**config.mk**
```make
export PLATFORM = sky130hd
export DESIGN_NAME = dayl_isqrt
export DESIGN_NICKNAME = d
export VERILOG_FILES = /design/src/rtl/daylength_from_day_of_year_macros.svh /design/src/rtl/dayl_pkg.sv /design/src/rtl/dayl_isqrt.sv
export SDC_FILE = /design/constraint.sdc
export NUM_CORES = 2
export LEC_CHECK = 0
export BUFFER_PORTS_ARGS = -buffer_cell sky130_fd_sc_hd__buf_2
export CORE_MARGIN = 2
export CORE_UTILIZATION = 60
export DETAILED_ROUTE_END_ITERATION = 12
export GPL_ROUTABILITY_DRIVEN = 0
export GPL_TIMING_DRIVEN = 0
export PLACE_DENSITY = 0.74
export SYNTH_ARGS = -nofsm -noshare
export SYNTH_HDL_FRONTEND = slang
export SYNTH_MEMORY_MAX_BITS = 65536
export SYNTH_SLANG_ARGS = --single-unit
```
**constraint.sdc**
```tcl
create_clock -name i_clk -period 4.1 [get_ports i_clk]
set_input_delay 0.82 -clock i_clk [delete_from_list [all_inputs] [get_ports i_clk]]
set_output_delay 0.82 -clock i_clk [all_outputs]
set_load 0.03 [all_outputs]
```
**src/rtl/daylength_from_day_of_year_macros.svh**
```systemverilog
// Assertion macros shared by the day length RTL.
`ifndef DAYLENGTH_FROM_DAY_OF_YEAR_MACROS_SVH
`define DAYLENGTH_FROM_DAY_OF_YEAR_MACROS_SVH

`ifndef ASSERT_OFF
// Same-cycle implication, disabled while reset is asserted.
`define DAYL_ASSERT_IMP(lbl, clk, rst_n, ante, cons, msg) \
    lbl: assert property (@(posedge clk) disable iff (!(rst_n)) (ante) |-> (cons)) \
        else $error(msg);
// Next-cycle implication, disabled while reset is asserted.
`define DAYL_ASSERT_NXT(lbl, clk, rst_n, ante, cons, msg) \
    lbl: assert property (@(posedge clk) disable iff (!(rst_n)) (ante) |=> (cons)) \
        else $error(msg);
`else
`define DAYL_ASSERT_IMP(lbl, clk, rst_n, ante, cons, msg)
`define DAYL_ASSERT_NXT(lbl, clk, rst_n, ante, cons, msg)
`endif

`endif

```
**src/rtl/dayl_pkg.sv**
```systemverilog
package dayl_pkg;

    // Default CORDIC depth and datapath width of the CORDIC units
    localparam int DAYL_CORDIC_STAGES = 16;
    localparam int CW = 34;

    // Step counts of the modulo, division, square root and normalization pipelines
    localparam int MOD_STEPS = 10;
    localparam int DIV_STEPS = 32;
    localparam int ISQ_STEPS = 32;
    localparam int NORM_STEPS = 6;

    // Q30 constants, then the hour scale and the half and full day in 1/2048 hour
    localparam logic [31:0] PI_Q30 = 32'd3373259426;
    localparam logic [31:0] KINV_Q30 = 32'd652032874;
    localparam logic [31:0] SIN235_Q30 = 32'd428153553;
    localparam logic [29:0] HOUR_MUL = 30'd1025347913;
    localparam logic [15:0] HALF_DAY = 16'd24576;
    localparam logic [15:0] FULL_DAY = 16'd49152;

    // Latitude to radians: PI_Q30 = 18000*LAT_Q + LAT_RM
    localparam logic [13:0] LAT_MAX = 14'd9000;
    localparam logic [17:0] LAT_Q = 18'd187403;
    localparam logic [12:0] LAT_RM = 13'd5426;
    localparam logic [13:0] LAT_BIAS = 14'd9000;
    localparam logic [14:0] LAT_DIV = 15'd18000;
    localparam logic [26:0] LAT_RECIP = 27'd122167958;  // floor(2^41/18000)
    localparam int LAT_RSH = 41;

    // Configuration register indexes
    localparam logic CFG_DAYS = 1'b0;
    localparam logic CFG_LAT = 1'b1;

    // atan(2^-i) in Q30
    function automatic logic [31:0] atan_q30(input logic [4:0] i);
        logic [31:0] v;
        case (i)
            5'd0: v = 32'h3243F6A8;
            5'd1: v = 32'h1DAC6705;
            5'd2: v = 32'h0FADBAFC;
            5'd3: v = 32'h07F56EA6;
            5'd4: v = 32'h03FEAB76;
            5'd5: v = 32'h01FFD55B;
            5'd6: v = 32'h00FFFAAA;
            5'd7: v = 32'h007FFF55;
            5'd8: v = 32'h003FFFEA;
            5'd9: v = 32'h001FFFFD;
            5'd10: v = 32'h000FFFFF;
            5'd11: v = 32'h0007FFFF;
            5'd12: v = 32'h0003FFFF;
            5'd13: v = 32'h0001FFFF;
            5'd14: v = 32'h0000FFFF;
            5'd15: v = 32'h00007FFF;
            5'd16: v = 32'h00003FFF;
            5'd17: v = 32'h00001FFF;
            5'd18: v = 32'h00000FFF;
            5'd19: v = 32'h000007FF;
            5'd20: v = 32'h000003FF;
            5'd21: v = 32'h000001FF;
            5'd22: v = 32'h000000FF;
            5'd23: v = 32'h0000007F;
            5'd24: v = 32'h0000003F;
            5'd25: v = 32'h0000001F;
            5'd26: v = 32'h0000000F;
            5'd27: v = 32'h00000008;
            5'd28: v = 32'h00000004;
            5'd29: v = 32'h00000002;
            5'd30: v = 32'h00000001;
            default: v = 32'h00000000;
        endcase
        return v;
    endfunction

endpackage

```
**src/rtl/dayl_isqrt.sv**
```systemverilog
module dayl_isqrt #(
    parameter int SW = 1
) (
    input  logic          i_clk,
    input  logic          i_rst_n,
    input  logic          i_valid,
    input  logic [63:0]   i_v,
    input  logic [SW-1:0] i_side,
    output logic          o_valid,
    output logic [31:0]   o_root,
    output logic [SW-1:0] o_side
);
    import dayl_pkg::*;

    logic [63:0]   r_rem [ISQ_STEPS];
    logic [63:0]   r_root [ISQ_STEPS];
    logic [SW-1:0] r_s [ISQ_STEPS];
    logic          r_v [ISQ_STEPS];

    // One result bit per stage, trial bit walks down by two
    for (genvar k = 0; k < ISQ_STEPS; k++) begin : g_step
        logic [63:0]   v_in, r_in, b, t;
        logic [SW-1:0] s_in;
        logic          val_in, ge;

        if (k == 0) begin : g_first
            assign v_in = i_v;
            assign r_in = '0;
            assign s_in = i_side;
            assign val_in = i_valid;
        end else begin : g_next
            assign v_in = r_rem[k-1];
            assign r_in = r_root[k-1];
            assign s_in = r_s[k-1];
            assign val_in = r_v[k-1];
        end

        assign b = 64'd1 << (62 - 2 * k);
        assign t = r_in + b;
        assign ge = v_in >= t;

        always_ff @(posedge i_clk) begin
            if (!i_rst_n) begin
                r_v[k] <= 1'b0;
            end else begin
                r_v[k] <= val_in;
            end
            r_rem[k] <= ge ? v_in - t : v_in;
            r_root[k] <= ge ? (r_in >> 1) + b : r_in >> 1;
            r_s[k] <= s_in;
        end
    end

    assign o_valid = r_v[ISQ_STEPS-1];
    assign o_root = r_root[ISQ_STEPS-1][31:0];
    assign o_side = r_s[ISQ_STEPS-1];

endmodule

```
Word-level counts from Yosys, hierarchy flattened
Memories as Yosys holds them, arrays and structs flattened.
Cells that the tools add are included.
Operators by class
  bitwise gates (word level): 32
  add/sub/neg operators: 94
  $lt $le $gt $ge: 32
  multiplexer cells: 98
Operators with widths (count)
  64-bit two-way mux: 63
  64-bit greater-or-equal comparator: 31
  64-bit subtractor: 31
  63-bit by 1-bit adder with 64-bit output, second input constant: 1
  63-bit by 11-bit adder with 64-bit output, second input constant: 1
  63-bit by 13-bit adder with 64-bit output, second input constant: 1
  63-bit by 15-bit adder with 64-bit output, second input constant: 1
  63-bit by 17-bit adder with 64-bit output, second input constant: 1
  63-bit by 19-bit adder with 64-bit output, second input constant: 1
  63-bit by 21-bit adder with 64-bit output, second input constant: 1
  63-bit by 23-bit adder with 64-bit output, second input constant: 1
  63-bit by 25-bit adder with 64-bit output, second input constant: 1
  63-bit by 27-bit adder with 64-bit output, second input constant: 1
  63-bit by 29-bit adder with 64-bit output, second input constant: 1
  63-bit by 3-bit adder with 64-bit output, second input constant: 1
  63-bit by 31-bit adder with 64-bit output, second input constant: 1
  63-bit by 33-bit adder with 64-bit output, second input constant: 1
  63-bit by 35-bit adder with 64-bit output, second input constant: 1
  63-bit by 37-bit adder with 64-bit output, second input constant: 1
  63-bit by 39-bit adder with 64-bit output, second input constant: 1
  63-bit by 41-bit adder with 64-bit output, second input constant: 1
  63-bit by 43-bit adder with 64-bit output, second input constant: 1
  63-bit by 45-bit adder with 64-bit output, second input constant: 1
  63-bit by 47-bit adder with 64-bit output, second input constant: 1
  46 further kinds: 110
Word-level totals
  memory bits (writable): 4160
  logic and storage cells: 260
  memories: 4
  register bits: 0
Memories
  r_rem: depth 32, width 64, rd ports 31, clocked after memory_dff 0, write ports 32, line dayl_isqrt.sv:15  | logic [63:0] r_rem [ISQ_STEPS];
  r_root: depth 32, width 64, rd ports 32, clocked after memory_dff 0, write ports 32, line dayl_isqrt.sv:16  | logic [63:0] r_root [ISQ_STEPS];
  r_s: depth 32, width 1, rd ports 32, clocked after memory_dff 0, write ports 32, line dayl_isqrt.sv:17  | logic [SW-1:0] r_s [ISQ_STEPS];
  r_v: depth 32, width 1, rd ports 32, clocked after memory_dff 0, write ports 32, line dayl_isqrt.sv:18  | logic r_v [ISQ_STEPS];

Depth between registers and ports, before layout
An unclocked memory read counts as a cell.
  depth after elaboration: 4
  depth in mapped cells: 14
  depth with buffers taken out: 12

Worst setup path after synthesis
OpenSTA, ideal clock, no wires.
  kind: register to register
  start point: mem r_root[15][33]
  end point: mem r_rem[16][58]
  setup time: 0.134 ns
  path buffers: 1
  arrival time: 2.971 ns
  data required time: 3.966 ns
  setup slack: 0.995 ns
  period minus slack after synthesis: 3.105 ns
  cell stages (with the launch flop): 13
  cell sequence: dfxtp_1 inv_1 ha_1 a211oi_1 o21ai_0 a211oi_1 o21ai_0 a221oi_2 nor2_1 or3b_2 buf_2 nor4_1 xor2_1
RTL lines (line)
  start, declared: dayl_isqrt.sv:16
  end, declared: dayl_isqrt.sv:15

==> flow_summary.ini <==
[outcome]
outcome = completed

[floorplan]
io_pins = 102
fp.coreArea_mm2 = 0.161
die_y_um = 407
rows = 147
initial_utilization = 0.605
die_x_um = 407
fp.dieArea_mm2 = 0.165

[timing]
hold_viol_final = 0
whs_ns = 0.0473
finalSetupTns_ns = 0
worst-slew-pin-transition_ns = 1.36
fin_ws_ns = 0.0791
period_minus_slack_ns = 4.02
max-slew-margin-rel = 0.0855
max_freq_mhz = 249
setup_violations = 0
final_max_slew_viol_count = 0
fin_skew_ns = 0.0852
rsz0062_at_grt = true
period_share = 0.981

[synthesis]
synth_top_flop_cell = dfxtp_1
synthArstFlopShare = 0
synth_edf_count = 0
synth.distinct_cells = 107
netlist_instances = 9734
synthesis.nets = 10400
postSynthAreaPerCell_um2 = 10.0
ys_warn_count = 0
synth_area_leaders = dfxtp_1 (53%), ha_1 (7.2%), xnor2_1 (4.1%)
ys_seq_elements = 2576
yosys.area.top_type = dfxtp_1
yosys.area.top_type_share = 0.530
seq_area_frac_synth = 0.530
synth_area_mm2 = 0.0973

[setup_path]
required_ns = 4.85
startpoint_type = flop
cp-end-kind = flop
crit_chain = inv_1 > ha_1 > clkbuf_1 > and4_1 > and3_1 > a211oi_1 > o31a_1 > nand4_1 > and3_1 > nor3_1 > nor4bb_1 > xor2_1
worstPathArrival_ns = 4.78
cp_max_fo = 7
cp_slowest_stage_delay_ns = 0.72
cpMostUsedCell = and3_1
cpMaxStageDelayCell = nor3_1
crit_type = flop to flop

[finish]
utilization = 0.683
drive_gt1_frac = 0.0735
mostFrequentLayoutCell = dfxtp_1
nets = 10800
nFillCells = 12000
areaGrowthSynthToFinish_pct = 12.8
mostFrequentLayoutCells = dfxtp_1 (2,576), inv_1 (687), nor2_1 (640), nand2_1 (625), a21oi_1 (622)
fin_cells = 12500

[global_routing]
met3_usage = 0.0558
use_met1 = 0.367
antenna_found_initial = 13
overflow = 0
grt_pass1_wl_um = 374000
gr-usage-all-layers = 0.282
grt_use_met2 = 0.471
grt_busiest_layer = met2
grt_pass1_vias = 70200
grt_max_degree = 22

[pwr]
pwr-share-comb = 0.243
p_clk_frac = 0.302
power_density_mw_per_mm2 = 708
leakagePower_uw = 0.0502
p_int_uw = 52500
p_sw_uw = 25100
swShare = 0.324
vdd_drop_max_mv = 0.573
pwr-share-seq = 0.455

[clock_network]
path_clk_slew_ns = 0.06
cts_root_buf = clkbuf_16
cts_tree = yes
clock_latency_ns = 0.91
cts_max_path_buffers = 3
clock-sinks = 2576
htreeDepth = 4
cts_buffers = 241

[place]
hpwl_um = 181000
dp_cells = 12000
place_ws_ns = -0.483
port_buffers = 101

[drt]
drt_iter0_markers = 6421
num_vias = 72000
first_pass_iters = 9
postRouteAntennaNets = 0
via_per_inst = 5.77
routed_wl_um = 238000
drc = 0
routedWlPerCell_um = 19.1

[job]
drv_cap = 0

[worst_hold_path]
hp-class = input pin to flop
==> kinds of logic after synthesis <==
family | after synthesis | synth area share
AO/OA/AOI/OAI | 1811 | 0.116
XOR/XNOR | 892 | 0.0803
adder cells (fa/ha/maj) | 558 | 0.0718
buffers and inverters | 892 | 0.0351
flip-flops | 2576 | 0.530
multiplexers | 107 | 0.0123
AND/OR/NAND/NOR | 2898 | 0.154
==> cell usage after synthesis, types with 12 or more instances <==
library cell     n
xnor2_1        450
a21boi_0        20
nand3_1        172
nor2b_1         73
nand3b_1        32
nor4b_1         41
buf_1           13
nor3b_1         24
a211o_1         14
and2_1          69
nand4b_1        29
mux2_2          95
inv_1          687
nand4_1        159
dfxtp_1       2576
xor2_1         442
a2111oi_0       19
nor2_1         641
o31a_1          13
o21a_1          90
nand2_1        625
and4_1          22
or3_1           98
o311ai_0        12
nor3_1         262
o21bai_1        56
a21oi_1        622
o41ai_1         15
clkbuf_1       157
o21ai_0        417
ha_1           558
nor4_1         345
or2_2           29
or4_1           64
a21o_1         226
o31ai_1         33
a211oi_1        42
and3_1          59
a31oi_1         48
o211ai_1        43
a31o_2          15
nand2b_1        98
buf_2           24
==> metal layers <==
metal / routed length, um / vias up
met1: 103000 / 34200
met4: 6690 / 10
met5: 65 / -
met3: 17400 / 514
met2: 111000 / 2622
li1: - / 34700
==> worst max-delay path, delay by kind of cell, from the launching register on <==
| kind | cells | cell delay [ns] |
|---|---|---|
| xor+xnor | 1 | 0.25 |
| flops | 1 | 0.37 |
| simple gates | 6 | 2.13 |
| buf+inv | 2 | 0.24 |
| fa+ha+maj | 1 | 0.26 |
| compound gates | 2 | 0.69 |
==> state kept, by name, indices dropped and copies added, names as in the netlist <==
register	cells
r_v	32
r_s	32
r_rem	1984
r_root	528
==> path summary, 6_finish.rpt <==
kind / cells past startpoint / endpoint / slack, ns / startpoint
hold reg to reg: 0 / r_root[26][19]$_DFF_P_ / 0.30 / r_root[25][20]$_DFF_P_
hold / removal: 1 / r_rem[0][35]$_DFF_P_ / 0.05 / i_v[35]
setup / recovery: 12 / r_rem[25][58]$_DFF_P_ / 0.08 / r_root[24][20]$_DFF_P_
setup reg to reg: 12 / r_rem[25][58]$_DFF_P_ / 0.08 / r_root[24][20]$_DFF_P_
==> per-stage QoR <==
step,total power (uW),area (um^2)
after floorplan,48500,97300
after global placement,53500,101000
after detailed placement,54100,101000
after CTS,77600,110000
after global routing,81600,110000
final,77700,110000
==> what timing repair did <==
item | CTS | global route
resized for setup | 10 | 37
buffers inserted | 3 | 0
pin swaps | 1 | 1
hold buffers | 47 | 0
setup endpoints to repair | 96 | 165
hold endpoints to repair | 47 | 0
==> cell type report <==
cell class                 instances  area (um^2)  area share
antenna                            2         5.00   0.0000456
buffer                           199          831     0.00757
clock buffer                     332         6900      0.0629
timing repair buffer             152         1010     0.00920
tap                             2160         2700      0.0246
sequential                      2576        51600       0.470
clock inverter                   118         1730      0.0158
multi-input combinational       6266        42500       0.387
inverter                         691         2590      0.0236
==> power groups by stage <==
stage | combinational, uW | sequential, uW | clock (uW)
2_1_floorplan | 14600 | 33900 | 0
3_3_place_gp | 17800 | 35700 | 0
3_5_place_dp | 18300 | 35800 | 0
4_1_cts | 18600 | 35300 | 23700
5_1_grt | 20900 | 35900 | 24800
6_report | 18900 | 35400 | 23400
Note: power is estimated with default switching activity, not from simulation.
